[src/design/tscb_pkg.sv]
// Shared types and constants of the text screen cursor buffer.
package tscb_pkg;

    // Default store geometry, handed to the top level parameters.
    localparam int DEF_MAX_ROWS = 32;
    localparam int DEF_MAX_COLS = 128;

    // Field widths of the stream words.
    localparam int CMD_W     = 4;
    localparam int ROW_IN_W  = 6;
    localparam int COL_IN_W  = 8;
    localparam int CHAR_W    = 8;
    localparam int POS_W     = 12;
    localparam int STATUS_W  = 2;
    localparam int IN_TDATA_W  = 32;
    localparam int OUT_TDATA_W = 24;

    // Configuration port.
    localparam int HEIGHT_W = 6;
    localparam int WIDTH_W  = 8;
    localparam int PADDR_W  = 3;
    localparam int PDATA_W  = 32;
    localparam logic [HEIGHT_W-1:0] HEIGHT_RESET = 6'd24;
    localparam logic [WIDTH_W-1:0]  WIDTH_RESET  = 8'd80;

    // Characters with a meaning of their own.
    localparam logic [CHAR_W-1:0] SPACE_CHAR = 8'd32;
    localparam logic [CHAR_W-1:0] NUL_CHAR   = 8'd0;

    // Register index, taken from paddr bit 2.
    typedef enum logic {
        REG_HEIGHT = 1'b0,
        REG_WIDTH  = 1'b1
    } t_reg;

    typedef enum logic [CMD_W-1:0] {
        CMD_HOME  = 4'd0,
        CMD_FWD   = 4'd1,
        CMD_BACK  = 4'd2,
        CMD_UP    = 4'd3,
        CMD_DOWN  = 4'd4,
        CMD_END   = 4'd5,
        CMD_MOVE  = 4'd6,
        CMD_WRITE = 4'd7,
        CMD_READ  = 4'd8,
        CMD_CLEAR = 4'd9
    } t_cmd;

    typedef enum logic [STATUS_W-1:0] {
        ST_OK    = 2'd0,
        ST_RANGE = 2'd1,
        ST_NULL  = 2'd2
    } t_status;

    typedef enum logic [1:0] {
        S_FILL,
        S_IDLE,
        S_READ
    } t_state;

    // What the cursor unit asks of the store for one command.
    typedef struct packed {
        logic    mem_wr;
        logic    mem_rd;
        logic    fill;
        t_status status;
    } t_step;

endpackage

[src/design/tscb_cursor.sv]
// Cursor row and column registers and the command decoder that moves them.
module tscb_cursor #(
    parameter int MAX_ROWS = tscb_pkg::DEF_MAX_ROWS,
    parameter int MAX_COLS = tscb_pkg::DEF_MAX_COLS,
    localparam int RW = (MAX_ROWS > 1) ? $clog2(MAX_ROWS) : 1,
    localparam int CW = (MAX_COLS > 1) ? $clog2(MAX_COLS) : 1,
    localparam int AW = (MAX_ROWS * MAX_COLS > 1) ? $clog2(MAX_ROWS * MAX_COLS) : 1
) (
    input  logic                          i_clk,
    input  logic                          i_rst_n,
    input  logic                          i_accept,
    input  logic                          i_home,
    input  logic [RW-1:0]                 i_hm1,
    input  logic [CW-1:0]                 i_wm1,
    input  tscb_pkg::t_cmd                i_cmd,
    input  logic [tscb_pkg::ROW_IN_W-1:0] i_row_in,
    input  logic [tscb_pkg::COL_IN_W-1:0] i_col_in,
    input  logic [tscb_pkg::CHAR_W-1:0]   i_char,
    output logic [AW-1:0]                 o_pos,
    output tscb_pkg::t_step               o_step
);
    import tscb_pkg::*;

    localparam int PW = RW + CW + 1;

    logic [RW-1:0] r_row, n_row, b_row;
    logic [CW-1:0] r_col, n_col, b_col;
    logic          target_ok;
    logic [CW:0]   w_eff;
    logic [PW-1:0] prod;

    // The cursor falls back to home when the screen has shrunk under it.
    always_comb begin
        if (r_row > i_hm1 || r_col > i_wm1) begin
            b_row = '0;
            b_col = '0;
        end else begin
            b_row = r_row;
            b_col = r_col;
        end
    end

    // A 1-based target lies on the screen in use.
    assign target_ok = (i_row_in != '0) && (32'(i_row_in) <= 32'(i_hm1) + 32'd1) &&
                       (i_col_in != '0) && (32'(i_col_in) <= 32'(i_wm1) + 32'd1);

    // Command decoder: next cursor and store access.
    always_comb begin
        n_row  = b_row;
        n_col  = b_col;
        o_step = '{mem_wr: 1'b0, mem_rd: 1'b0, fill: 1'b0, status: ST_OK};
        unique case (i_cmd) inside
            CMD_HOME: begin
                n_row = '0;
                n_col = '0;
            end
            CMD_FWD: begin
                if (b_col < i_wm1) begin
                    n_col = b_col + CW'(1);
                end else begin
                    n_col = '0;
                    n_row = (b_row < i_hm1) ? b_row + RW'(1) : '0;
                end
            end
            CMD_BACK: begin
                if (b_row == '0 && b_col == '0) begin
                    n_row = i_hm1;
                    n_col = i_wm1;
                end else if (b_col != '0) begin
                    n_col = b_col - CW'(1);
                end else begin
                    n_col = i_wm1;
                    n_row = b_row - RW'(1);
                end
            end
            CMD_UP: begin
                n_row = (b_row == '0) ? i_hm1 : b_row - RW'(1);
            end
            CMD_DOWN: begin
                n_row = (b_row >= i_hm1) ? '0 : b_row + RW'(1);
            end
            CMD_END: begin
                n_row = i_hm1;
                n_col = i_wm1;
            end
            CMD_MOVE, CMD_READ: begin
                o_step.mem_rd = (i_cmd == CMD_READ);
                if (target_ok) begin
                    n_row = RW'(i_row_in - ROW_IN_W'(1));
                    n_col = CW'(i_col_in - COL_IN_W'(1));
                end else begin
                    o_step.status = ST_RANGE;
                end
            end
            CMD_WRITE: begin
                if (i_char == NUL_CHAR) begin
                    o_step.status = ST_NULL;
                end else begin
                    o_step.mem_wr = 1'b1;
                end
            end
            CMD_CLEAR: begin
                o_step.fill = 1'b1;
                n_row       = '0;
                n_col       = '0;
            end
            default: begin
                n_row = b_row;
            end
        endcase
    end

    // Linear index of the new cursor: row times width plus column.
    assign w_eff = {1'b0, i_wm1} + (CW + 1)'(1);
    assign prod  = PW'(n_row) * PW'(w_eff);
    assign o_pos = AW'(prod + PW'(n_col));

    // Cursor registers.
    always_ff @(posedge i_clk) begin
        if (!i_rst_n) begin
            r_row <= '0;
            r_col <= '0;
        end else if (i_home) begin
            r_row <= '0;
            r_col <= '0;
        end else if (i_accept) begin
            r_row <= n_row;
            r_col <= n_col;
        end
    end

endmodule

[config.mk]
export PLATFORM = sky130hd
export DESIGN_NAME = tscb_cursor
export DESIGN_NICKNAME = d
export VERILOG_FILES = /design/src/design/tscb_pkg.sv /design/src/design/tscb_cursor.sv
export SDC_FILE = /design/constraint.sdc
export NUM_CORES = 1
export LEC_CHECK = 0
export ABC_AREA = 1
export BUFFER_PORTS_ARGS = -buffer_cell sky130_fd_sc_hd__buf_2
export CORE_MARGIN = 3
export CORE_UTILIZATION = 52
export CTS_CLUSTER_SIZE = 8
export DETAILED_ROUTE_END_ITERATION = 12
export PLACE_DENSITY_LB_ADDON = 0.3
export SLEW_MARGIN = 20
export SYNTH_ARGS = -nofsm -noshare
export SYNTH_HDL_FRONTEND = slang
export SYNTH_SLANG_ARGS = --single-unit
[constraint.sdc]
create_clock -name i_clk -period 8.7 [get_ports i_clk]
set_clock_uncertainty 0.1 [all_clocks]
set_input_delay 0 -clock i_clk [delete_from_list [all_inputs] [get_ports i_clk]]
set_output_delay 0 -clock i_clk [all_outputs]
set_load 0.02 [all_outputs]
==> impl_metrics.csv <==
group,metric,value,unit
final_layout,final_nets,913,
outcome,status,"finished, final reports clean",
power,leakagePower,0.00303,µW
sta,slew_headroom,0.545,
synthesis,seq_area_frac_synth,0.0538,
sta,timing.final.crit_share,0.855,
synthesis,syn_avg_cell_area,6.21,µm²
sta,finalHoldViolations,0,
sta,min_period,7440,ps
synthesis,syn_inst,719,
route,vias,4840,
power,netSwitchingPower,276,µW
synthesis,yosysTopAreaCellShare,0.190,
sta,setup_viol,0,
critical_path,cpMaxStageDelayCell,"fa_1",
floorplanning,start_util,0.538,
synthesis,yosysTopAreaCell,"ha_1",
floorplanning,die_y,98.7,µm
critical_path,cp_max_fo,8,
sta,fin_setup_tns,0,ps
placement,dpl.hpwl,11400,µm
final_layout,drive_above_1_share,0.138,
placement,gp_congestion,0.997,
critical_path,crit_required,8600,ps
clock_tree,root_buffer,"clkbuf_8",
synthesis,ys_warn_count,0,
floorplanning,ios,59,
floorplanning,core.rowCount,33,
route,post_drt_wl_per_cell,15.0,µm
grt,overflow,0,
sta,rsz0062_at_grt,"no",
power,combPwrFrac,0.758,
power,power_density,103,mW/mm²
floorplanning,core-area,0.00830,mm²
critical_path,critPathMaxStageDelay,540,ps
power,switching_share,0.545,
critical_path,crit_arrival,7340,ps
grt,grtUsageTotal,0.272,
critical_path,cp-end-kind,"output port",
critical_path,cp_common_cell,"nand2_1",
clock_tree,cts_setup_buffers,0,
grt,grt_start_max_net_pins,19,
power,clockPowerShare,0.123,
grt,grt_first_pass_wirelength,21700,µm
synthesis,syn_nets,853,
job,max_cap_viol_count,0,
synthesis,syn-cell-area,0.00447,mm²
sta,clock.fmax,134,MHz
worst_hold_path,worstHoldPathType,"in -> reg",
sta,final-max-slew-violation-count,0,
clock_tree,h-tree-depth,1,
route,viasPerCell,5.48,
power,vdd_drop_max,126,µV
clock_tree,clock_sinks,12,
synthesis,yosys_register_bits,12,
floorplanning,die_x,98.7,µm
route,first_pass_iters,5,
clock_tree,hold_buffers,0,
grt,grt_pass1_vias,4623,
clock_tree,clkLatencyLatePin,250,ps
synthesis,synth_top_cells_by_area,"ha_1 19%, nand2_1 14%, inv_1 12%, fa_1 11%, nor2_1 5.6%",
sta,worstMarginPinSlew,679,ps
power,internal_power,231,µW
route,final_antenna_net_count,0,
placement,port_buffers,58,
route,route.detailed.drc,0,
grt,grt_antenna_before_repair,0,
clock_tree,path_clk_slew,60,ps
synthesis,synthDistinctLibCells,39,
clock_tree,cts_buffers,3,
clock_tree,cts.repair.resized,0,
sta,whs,33.3,ps
critical_path,critPathKind,"reg -> out",
final_layout,antenna_cells,0,
power,sequentialPowerShare,0.119,
critical_path,cp-start-kind,"flop",
clock_tree,cts_buffer_depth,2,
clock_tree,cts_tree,"done",
floorplanning,fp.dieArea,0.00974,mm²
route,drt_iter0_markers,280,
route,routed_wirelength,13300,µm
final_layout,area_delta_synth_final,10.4,%
power groups by stage:
| stage | clock, µW | combinational [µW] | sequential, µW |
|---|---|---|---|
| floorplan | 0 | 279 | 60.4 |
| global placement | 0 | 375 | 61.6 |
| detailed placement | 0 | 381 | 61.6 |
| CTS | 62.1 | 386 | 60.4 |
| global route | 65.7 | 436 | 60.8 |
| finish | 62.3 | 384 | 60.5 |
cell usage in the layout, fill, tap and decap left out, types with 5 or more instances in the layout:
cell type | Yosys | routed
nor3_1 | 9 | 9
nor2_1 | 67 | 67
xor2_1 | 24 | 24
nand3_1 | 49 | 49
ha_1 | 68 | 68
o21ai_0 | 19 | 19
inv_1 | 146 | 146
buf_2 | 1 | 58
fa_1 | 24 | 24
nand4_1 | 12 | 12
xnor2_1 | 5 | 5
nor2_2 | 8 | 8
a21oi_1 | 39 | 39
dfxtp_1 | 12 | 12
nand2_1 | 171 | 171
nand2_2 | 5 | 5
inv_2 | 11 | 11
o21ai_1 | 10 | 10
nand3_2 | 8 | 8
kinds of logic after synthesis:
family | share of synthesized area
AOI/OAI and AO/OA | 0.0983
xor gates and xnor gates | 0.0568
adders and majority gates | 0.298
buffers and inverters | 0.135
DFF | 0.0538
and+or+nand+nor | 0.358
worst paths after layout:
path                         start                     to  slack [ps]  depth (start not counted)
max          r_col[5]$_SDFFE_PP0P_              o_pos[11]        1260                         44
min                         i_home  r_row[0]$_SDFFE_PP0P_          30                          4
max reg2reg  r_col[5]$_SDFFE_PP0P_  r_row[1]$_SDFFE_PP0P_        4970                         19
min reg2reg  r_col[4]$_SDFFE_PP0P_  r_col[4]$_SDFFE_PP0P_         490                          2
flip-flops by register name, indices dropped and copies added, names as in the netlist:
register / flops
r_col: 7
r_row: 5
layer usage:
layer	vias to the layer above	share of wire	GRT usage
met2	192	0.49	0.484
met5	-	0	0
met3	38	0.068	0.0333
met1	2228	0.42	0.341
li1	2382	-	-
met4	0	0.028	0.0893
metrics by stage:
stage | utilization | setup WS [ps] | total power (µW) | area, µm² | instances
floorplan | - | 2650 | 340 | 4470 | 719
global placement | 0.588 | 1630 | 437 | 4880 | 879
detailed placement | 0.588 | 1520 | 443 | 4880 | 879
CTS | 0.594 | 1210 | 508 | 4930 | 883
global route | 0.594 | 576 | 563 | 4930 | 883
finish | 0.594 | 1260 | 507 | 4930 | 883
Yosys cell counts:
master and count:
o21ai_1 10, nand2_8 1, inv_1 146, o31ai_1 2
xnor2_1 5, nand4_1 12, nor2_1 67, nor2_2 8
nand2_2 5, o21a_1 1, nand2b_1 1, ha_1 68
buf_2 1, nand3_2 8, nand3_1 49, buf_1 1
a21oi_1 39, dfxtp_1 12, xor2_1 24, a211oi_1 2
nor4_1 2, clkbuf_1 1, nor3_1 9, nor2_4 3
nor2_8 1, o21bai_1 1, nor4_4 1, o311ai_1 1
and3_1 1, fa_1 24, nand2_4 4, o211ai_1 4
or2_2 1, nor3_2 1, o21ai_2 1, o21ai_0 19
o22ai_1 1, nand2_1 171, inv_2 11
final cells by class:
class | count | area [µm²]
Clock buffer | 4 | 55.1
Fill cell | 838 | 3370
Inverter | 157 | 589
Multi-Input combinational cell | 547 | 3630
Sequential cell | 12 | 240
Tap cell | 105 | 131
Timing Repair Buffer | 58 | 290
critical path, delay by kind of cell, from the launching register on:
family                   cells  cell delay [ps]
AND/OR/NAND/NOR             22             2130
buffers and inverters       10              870
flip-flops                   1              430
AO/OA/AOI/OAI                6             1180
adder cells (fa/ha/maj)      6             2450
No activity file was read; power rests on OpenSTA's default activity.
