[config.mk]
export PLATFORM = sky130hd
export DESIGN_NAME = tscb_cfg
export DESIGN_NICKNAME = d
export VERILOG_FILES = /design/src/design/tscb_pkg.sv /design/src/design/tscb_cfg.sv
export SDC_FILE = /design/constraint.sdc
export NUM_CORES = 1
export LEC_CHECK = 0
export BUFFER_PORTS_ARGS = -buffer_cell sky130_fd_sc_hd__buf_2
export CAP_MARGIN = 20
export CORE_MARGIN = 2
export CORE_UTILIZATION = 45
export CTS_BUF_LIST = sky130_fd_sc_hd__clkbuf_4
export CTS_CLUSTER_SIZE = 40
export DETAILED_ROUTE_END_ITERATION = 7
export GPL_TIMING_DRIVEN = 0
export PLACE_DENSITY_LB_ADDON = 0.1
export SYNTH_ARGS = -nofsm -noshare
export SYNTH_HDL_FRONTEND = slang
export SYNTH_SLANG_ARGS = --single-unit
[constraint.sdc]
create_clock -name i_clk -period 3.4 [get_ports i_clk]
set_input_delay 0.17 -clock i_clk [delete_from_list [all_inputs] [get_ports i_clk]]
set_output_delay 0.17 -clock i_clk [all_outputs]
set_load 0.03 [all_outputs]
[src/design/tscb_pkg.sv]
// Shared types and constants of the text screen cursor buffer.
package tscb_pkg;

    // Default store geometry, handed to the top level parameters.
    localparam int DEF_MAX_ROWS = 32;
    localparam int DEF_MAX_COLS = 128;

    // Field widths of the stream words.
    localparam int CMD_W     = 4;
    localparam int ROW_IN_W  = 6;
    localparam int COL_IN_W  = 8;
    localparam int CHAR_W    = 8;
    localparam int POS_W     = 12;
    localparam int STATUS_W  = 2;
    localparam int IN_TDATA_W  = 32;
    localparam int OUT_TDATA_W = 24;

    // Configuration port.
    localparam int HEIGHT_W = 6;
    localparam int WIDTH_W  = 8;
    localparam int PADDR_W  = 3;
    localparam int PDATA_W  = 32;
    localparam logic [HEIGHT_W-1:0] HEIGHT_RESET = 6'd24;
    localparam logic [WIDTH_W-1:0]  WIDTH_RESET  = 8'd80;

    // Characters with a meaning of their own.
    localparam logic [CHAR_W-1:0] SPACE_CHAR = 8'd32;
    localparam logic [CHAR_W-1:0] NUL_CHAR   = 8'd0;

    // Register index, taken from paddr bit 2.
    typedef enum logic {
        REG_HEIGHT = 1'b0,
        REG_WIDTH  = 1'b1
    } t_reg;

    typedef enum logic [CMD_W-1:0] {
        CMD_HOME  = 4'd0,
        CMD_FWD   = 4'd1,
        CMD_BACK  = 4'd2,
        CMD_UP    = 4'd3,
        CMD_DOWN  = 4'd4,
        CMD_END   = 4'd5,
        CMD_MOVE  = 4'd6,
        CMD_WRITE = 4'd7,
        CMD_READ  = 4'd8,
        CMD_CLEAR = 4'd9
    } t_cmd;

    typedef enum logic [STATUS_W-1:0] {
        ST_OK    = 2'd0,
        ST_RANGE = 2'd1,
        ST_NULL  = 2'd2
    } t_status;

    typedef enum logic [1:0] {
        S_FILL,
        S_IDLE,
        S_READ
    } t_state;

    // What the cursor unit asks of the store for one command.
    typedef struct packed {
        logic    mem_wr;
        logic    mem_rd;
        logic    fill;
        t_status status;
    } t_step;

endpackage

[src/design/tscb_cfg.sv]
// Configuration registers with their APB-style port and the clamped geometry.
module tscb_cfg #(
    parameter int MAX_ROWS = tscb_pkg::DEF_MAX_ROWS,
    parameter int MAX_COLS = tscb_pkg::DEF_MAX_COLS,
    localparam int RW = (MAX_ROWS > 1) ? $clog2(MAX_ROWS) : 1,
    localparam int CW = (MAX_COLS > 1) ? $clog2(MAX_COLS) : 1
) (
    input  logic                          i_clk,
    input  logic                          i_rst_n,
    input  logic                          i_psel,
    input  logic                          i_penable,
    input  logic                          i_pwrite,
    input  logic [tscb_pkg::PADDR_W-1:0]  i_paddr,
    input  logic [tscb_pkg::PDATA_W-1:0]  i_pwdata,
    output logic [tscb_pkg::PDATA_W-1:0]  o_prdata,
    output logic                          o_pready,
    output logic                          o_home,
    output logic [RW-1:0]                 o_hm1,
    output logic [CW-1:0]                 o_wm1
);
    import tscb_pkg::*;

    logic [HEIGHT_W-1:0] r_height;
    logic [WIDTH_W-1:0]  r_width;
    logic                wr_strobe;
    t_reg                reg_sel;

    assign o_pready  = 1'b1;
    assign wr_strobe = i_psel && i_penable && i_pwrite;
    assign reg_sel   = t_reg'(i_paddr[2]);
    // Any register write homes the cursor.
    assign o_home    = wr_strobe;

    // Register writes.
    always_ff @(posedge i_clk) begin
        if (!i_rst_n) begin
            r_height <= HEIGHT_RESET;
            r_width  <= WIDTH_RESET;
        end else if (wr_strobe) begin
            unique case (reg_sel)
                REG_HEIGHT: r_height <= i_pwdata[HEIGHT_W-1:0];
                REG_WIDTH:  r_width  <= i_pwdata[WIDTH_W-1:0];
                default:    r_height <= r_height;
            endcase
        end
    end

    // Register read-back.
    always_comb begin
        unique case (reg_sel)
            REG_HEIGHT: o_prdata = PDATA_W'(r_height);
            REG_WIDTH:  o_prdata = PDATA_W'(r_width);
            default:    o_prdata = '0;
        endcase
    end

    // Geometry in use, minus one: zero counts as one, oversize as the maximum.
    always_comb begin
        if (r_height == '0) begin
            o_hm1 = '0;
        end else if (32'(r_height) > MAX_ROWS) begin
            o_hm1 = RW'(MAX_ROWS - 1);
        end else begin
            o_hm1 = RW'(r_height - HEIGHT_W'(1));
        end
        if (r_width == '0) begin
            o_wm1 = '0;
        end else if (32'(r_width) > MAX_COLS) begin
            o_wm1 = CW'(MAX_COLS - 1);
        end else begin
            o_wm1 = CW'(r_width - WIDTH_W'(1));
        end
    end

endmodule

==> impl_metrics.tcl, run 1 <==
set metrics [dict create \
    dieWidth_um 55.6 \
    path_cells "or3_4 -> or3_1 -> buf_2 -> maj3_2 -> buf_2" \
    clock.fmax_mhz 449 \
    synth_top_area_share_pct 23.4 \
    hpwl_um 2070 \
    ir_drop_mv 0.328 \
    wl_um 2520 \
    synth_top_cells_by_area "dfxtp_1 23%, buf_4 16%, nand2_1 8.2%" \
    grt.total_usage_pct 16.4 \
    synthCells 157 \
    fin_nets 263 \
    diodes 0 \
    regToRegSetupSlack_ns 2.37 \
    num_vias 1127 \
    grt_pass1_wl_um 4200 \
    yosysSeqAreaShare_pct 23.4 \
    drive_above_1_share_pct 32.6 \
    cts_buffer_depth 2 \
    mostFrequentLayoutCells "35 x buf_2, 26 x nand2_1, 25 x buf_4, 25 x conb_1, 14 x dfxtp_1" \
    io_pins 86 \
    avgViaCountPerCell 4.54 \
    cp_common_cell "buf_2" \
    cts_sinks 14 \
    period_needed_ns 2.23 \
    clkTransAtPathRegs_ns 0.09 \
    die_y_um 55.6 \
    synth_edf_count 0 \
    status "finished clean" \
    ys_ff_latch 14 \
    drv_slew 0 \
    layout_commonest_cell "buf_2" \
    cts_tree "done" \
    drc 0 \
    synthArstFlopShare_pct 0 \
    holdBufCountCts 0 \
    setup_tns_ns 0 \
    drtAntennaViolNets 0 \
    grt_pass1_vias 990 \
    syn_area_sq_mm 0.00120 \
    p_leak_nw 0.718 \
    setup_viol 0 \
    endpoint "o_wm1[1]" \
    arrival_ns 2.06 \
    crit_start "r_width[2]" \
    crit_path_max_incr_delay_ns 0.42 \
    root_buffer "clkbuf_4" \
    wl_per_cell_um 10.2 \
    grt-ovfl-total 0 \
    placed_area_sq_mm 0.00149 \
    max_cap_viol_count 0 \
    slowest_stage "or3_4" \
    port_buffers 34 \
    synth_xor_area_share_pct 1.46 \
    rr_worst_depth 3 \
    timing_hold_violations_final 0 \
    start_kind "flop" \
    crit_fanout 6 \
    dieArea_sq_mm 0.00309 \
    path_class "flop to output port" \
    critPathCaptureType "output port" \
    placedCellCount 244 \
    synth_top_family_by_area "simple AND/OR/NAND/NOR gates" \
    area_growth_pct 26.8 \
    cts-buffers-inserted 3 \
    wl_met2_um 1240 \
    rsz0062_at_grt "no" \
    antenna_found_initial 0 \
    wl_met3_um 151 \
    r2r_end "r_width[7]" \
    post_cts_resized 0 \
    core-area_sq_mm 0.00250 \
    yosys.area.top_type "dfxtp_1" \
    r2r_start "r_width[7]" \
    cp.required_ns 3.23 \
    grt_max_degree 11 \
    synth_cell_types 36 \
    synth_ff_type "dfxtp_1" \
    whs_ns 0.0964 \
    syn_area_per_cell_sq_um 7.62 \
    post_cts_buffers 0 \
    htree_levels 1 \
    hold_path_class "input port to flop" \
    initial_utilization_pct 47.8 \
    power_density_mw_per_mm2 274 \
    finalCritPeriodShare_pct 65.5 \
    num_rows 18 \
    muxShareOfSynthArea_pct 7.85 \
    clk_latency_ns 0.26 \
    synthSimpleGateAreaFrac_pct 22.8 \
    ys_warn_count 0 \
    final_cell_area_sq_mm 0.00152 \
    synth_compound_area_share_pct 13.7 \
    drt-initial-drc-count 13 \
    gp_congestion 0.787 \
    finClkSkew_ns 0 \
    fin_cells 248 \
    drt-met1-wl_um 1120 \
    synth_adder_area_share_pct 9.62 \
    top_layer_used "met4" \
    drt-pass1-iter-count 4 \
]
metrics by stage:
step / util [%] / setup slack, ns / total power, mW
global route: 60.7 / 1.08 / 0.440
finish: 60.7 / 1.17 / 0.415
detailed placement: 59.6 / 1.47 / 0.325
global placement: 59.6 / 1.51 / 0.323
floorplan: - / 1.57 / 0.297
CTS: 60.7 / 1.16 / 0.417
power breakdown:
| part | switching, mW | total [mW] | internal (mW) |
|---|---|---|---|
| clock network | 0.0498 | 0.0923 | 0.0425 |
| registers | 0.00479 | 0.173 | 0.168 |
| logic | 0.0958 | 0.150 | 0.0545 |
| total | 0.150 | 0.415 | 0.265 |
cell usage after synthesis, types with 2 or more instances:
library cell and n:
mux2_2 3, clkbuf_1 6, maj3_2 4, nor3_1 3
nand3b_1 2, nor2b_1 7, a21oi_1 4, or3_1 2
conb_1 2, o21ai_0 6, and2_1 4, a21boi_0 6
buf_4 25, ha_1 4, inv_1 8, maj3_1 2
nand2_1 26, nand3_1 2, dfxtp_1 14, nor2_1 6
mux2i_1 6
worst min-delay path by stage:
stage / startpoint / cells after the start / endpoint
finish: i_pwdata[6] / 3 / r_width[6]
global route: i_pwdata[6] / 3 / r_width[6]
global placement: i_pwdata[6] / 3 / r_width[6]
floorplan: i_pwdata[6] / 2 / r_width[6]
CTS: i_pwdata[6] / 3 / r_width[6]
detailed placement: i_pwdata[6] / 3 / r_width[6]
per-layer routing:
layer,vias up,global-route usage [%]
met3,2,4.45
met1,495,19.0
met5,-,0
met4,0,3.14
met2,31,29.9
li1,599,-
critical path: cells and delay by family (launching register included):
family	cells	cell delay, ns
fa+ha+maj	1	0.30
buf+inv	2	0.34
flops	1	0.38
simple gates	2	0.76
logic make-up after synthesis:
kind of cell    count (synthesis)
compound gates                 24
xor+xnor                        2
fa+ha+maj                      10
buf+inv                        40
flops                          14
mux                             9
other cells                     2
simple gates                   56
flip-flops by register name, indices dropped and copies added (netlist names):
signal	count
r_height	6
r_width	8
layout make-up:
| type | count | area, sq um |
|---|---|---|
| clock buffers | 3 | 22.5 |
| plain buffers | 32 | 215 |
| flip-flops and latches | 14 | 280 |
| inverters | 8 | 30.0 |
| fillers | 256 | 983 |
| well taps | 30 | 37.5 |
| multi-input cells | 126 | 757 |
| repair buffers | 34 | 170 |
| clock inverters | 1 | 3.75 |
Note: power is estimated with default switching activity, not from simulation.
==> inputs of run 2 (changes only) <==
CORE_UTILIZATION = 42   (was 45)
clock period = 2.1 ns   (was 3.4 ns; I/O delays follow)
==> run 2 against run 1 <==
Sequential cell count did not move. Largest power group unchanged. Clock power rose by 56%. Combinational power up 63%. Setup slack got worse by 1.1 ns.
==> impl_metrics.tcl, run 2 (synthesis gave the netlist of run 1 again) <==
set metrics [dict create \
    status "finished clean" \
    setup_tns_ns 0 \
    period_needed_ns 2.02 \
    p_clk_share_pct 21.6 \
    top_regs "r_width (8), r_height (6)" \
    cts_sinks 14 \
    clk_latency_ns 0.26 \
    fin_nets 263 \
    slowest_stage "or3_4" \
    hold_path_class "input port to flop" \
    pwr-share-seq_pct 41.7 \
    arrival_ns 1.92 \
    num_vias 1139 \
    path_cells "or3_4 -> or3_4 -> maj3_2 -> buf_4" \
    root_buffer "clkbuf_4" \
    gp_congestion 0.806 \
    top_register "r_width" \
    switching_share_pct 35.7 \
    clock.fmax_mhz 495 \
    grt-busiest-layer "met2" \
    p_leak_nw 0.726 \
    start_kind "flop" \
    place_ws_ns 0.253 \
    power_density_mw_per_mm2 435 \
    grt_max_degree 11 \
    path_class "flop to output port" \
    grt_pass1_vias 944 \
    cp_common_cell "or3_4" \
    die_y_um 57.4 \
    placedCellCount 245 \
    core-area_sq_mm 0.00273 \
    clkTransAtPathRegs_ns 0.08 \
    finClkSkew_ns 0 \
    drive_above_1_share_pct 34.4 \
    mostFrequentLayoutCells "32 x buf_2, 28 x buf_4, 26 x nand2_1" \
    wl_um 2480 \
    grt.total_usage_pct 15.3 \
    cts-buffers-inserted 3 \
    initial_utilization_pct 43.8 \
    grtUsageMet3_pct 3.40 \
    drv_slew 0 \
    area_growth_pct 28.3 \
    hpwl_um 2060 \
    port_buffers 34 \
    drt-initial-drc-count 20 \
    wl_per_cell_um 9.94 \
    dieArea_sq_mm 0.00329 \
    htree_levels 1 \
    use_met1_pct 19.9 \
    timing_hold_violations_final 0 \
    cts_buffer_depth 2 \
    p_int_uw 429 \
    antenna_found_initial 0 \
    layout_commonest_cell "buf_2" \
    finalCritPeriodShare_pct 96.3 \
    p_sw_uw 239 \
    crit_path_max_incr_delay_ns 0.41 \
    final_util_pct 56.2 \
    ir_drop_mv 0.436 \
    largest_reg_flops 8 \
    drtAntennaViolNets 0 \
    drt-pass1-iter-count 4 \
    use_met2_pct 26.0 \
    max_cap_viol_count 0 \
    setup_viol 0 \
    cts_tree "done" \
    avgViaCountPerCell 4.57 \
    diodes 0 \
    grt-ovfl-total 0 \
    rsz0062_at_grt "no" \
    io_pins 86 \
    power_uw 668 \
    critPathCaptureType "output port" \
    fin_ws_ns 0.0782 \
    crit_fanout 6 \
    drc 0 \
    num_rows 19 \
    cp.required_ns 2.00 \
    dieWidth_um 57.4 \
    grt_pass1_wl_um 4080 \
    fin_cells 249 \
    comb_power_share_pct 36.7 \
]
[run 2: routing by layer]
| metal | vias up | share of wire (%) |
|---|---|---|
| met5 | - | 0 |
| met4 | 0 | 0 |
| met3 | 0 | 9.9 |
| met2 | 50 | 47 |
| met1 | 494 | 43 |
| li1 | 595 | - |
[run 2: stage by stage]
stage | instance area, sq um | hold slack, ns
after floorplan | 1280 | 0.229
after global placement | 1490 | 0.319
after detailed placement | 1490 | 0.319
after CTS | 1530 | 0.0365
after global routing | 1540 | 0.0509
final | 1540 | 0.0377
[run 2: worst max-delay path: cells and delay by family (launching register included)]
| kind | cells | cell delay [ns] |
|---|---|---|
| and+or+nand+nor | 2 | 0.80 |
| adders and majority gates | 1 | 0.31 |
| buffers and inverters | 1 | 0.17 |
| DFF | 1 | 0.37 |
[run 2: path summary, 6_finish.rpt]
| kind | cells after the start | startpoint | slack (ns) | to |
|---|---|---|---|---|
| worst max-delay path | 4 | r_width[2] | 0.08 | o_wm1[0] |
| worst min-delay path | 3 | i_pwdata[6] | 0.04 | r_width[6] |
| worst max register to register | 3 | r_width[7] | 1.09 | r_width[7] |
| worst min register to register | 2 | r_width[4] | 0.51 | r_width[4] |
[run 2: final cells by class]
class	instances	area [sq um]
Inverter	8	30.0
Clock inverter	1	3.75
Sequential cell	14	285
Buffer	31	210
Fill cell	297	1200
Clock buffer	3	22.5
Multi-Input combinational cell	126	762
Timing Repair Buffer	35	183
Tap cell	31	38.8
[run 2: power by group through the flow]
stage	registers, mW	logic [mW]	clock network, mW
2_1_floorplan	0.283	0.198	0
3_3_place_gp	0.285	0.239	0
3_5_place_dp	0.286	0.242	0
4_1_cts	0.279	0.244	0.149
5_1_grt	0.280	0.263	0.169
6_report	0.279	0.245	0.144
[run 2: what timing repair did]
action / in CTS / in global routing
pin swaps: 1 / 0
gates resized for setup: 4 / 5
endpoints found under the setup margin: 4 / 5
setup buffers: 1 / 0
hold buffers: 0 / 0
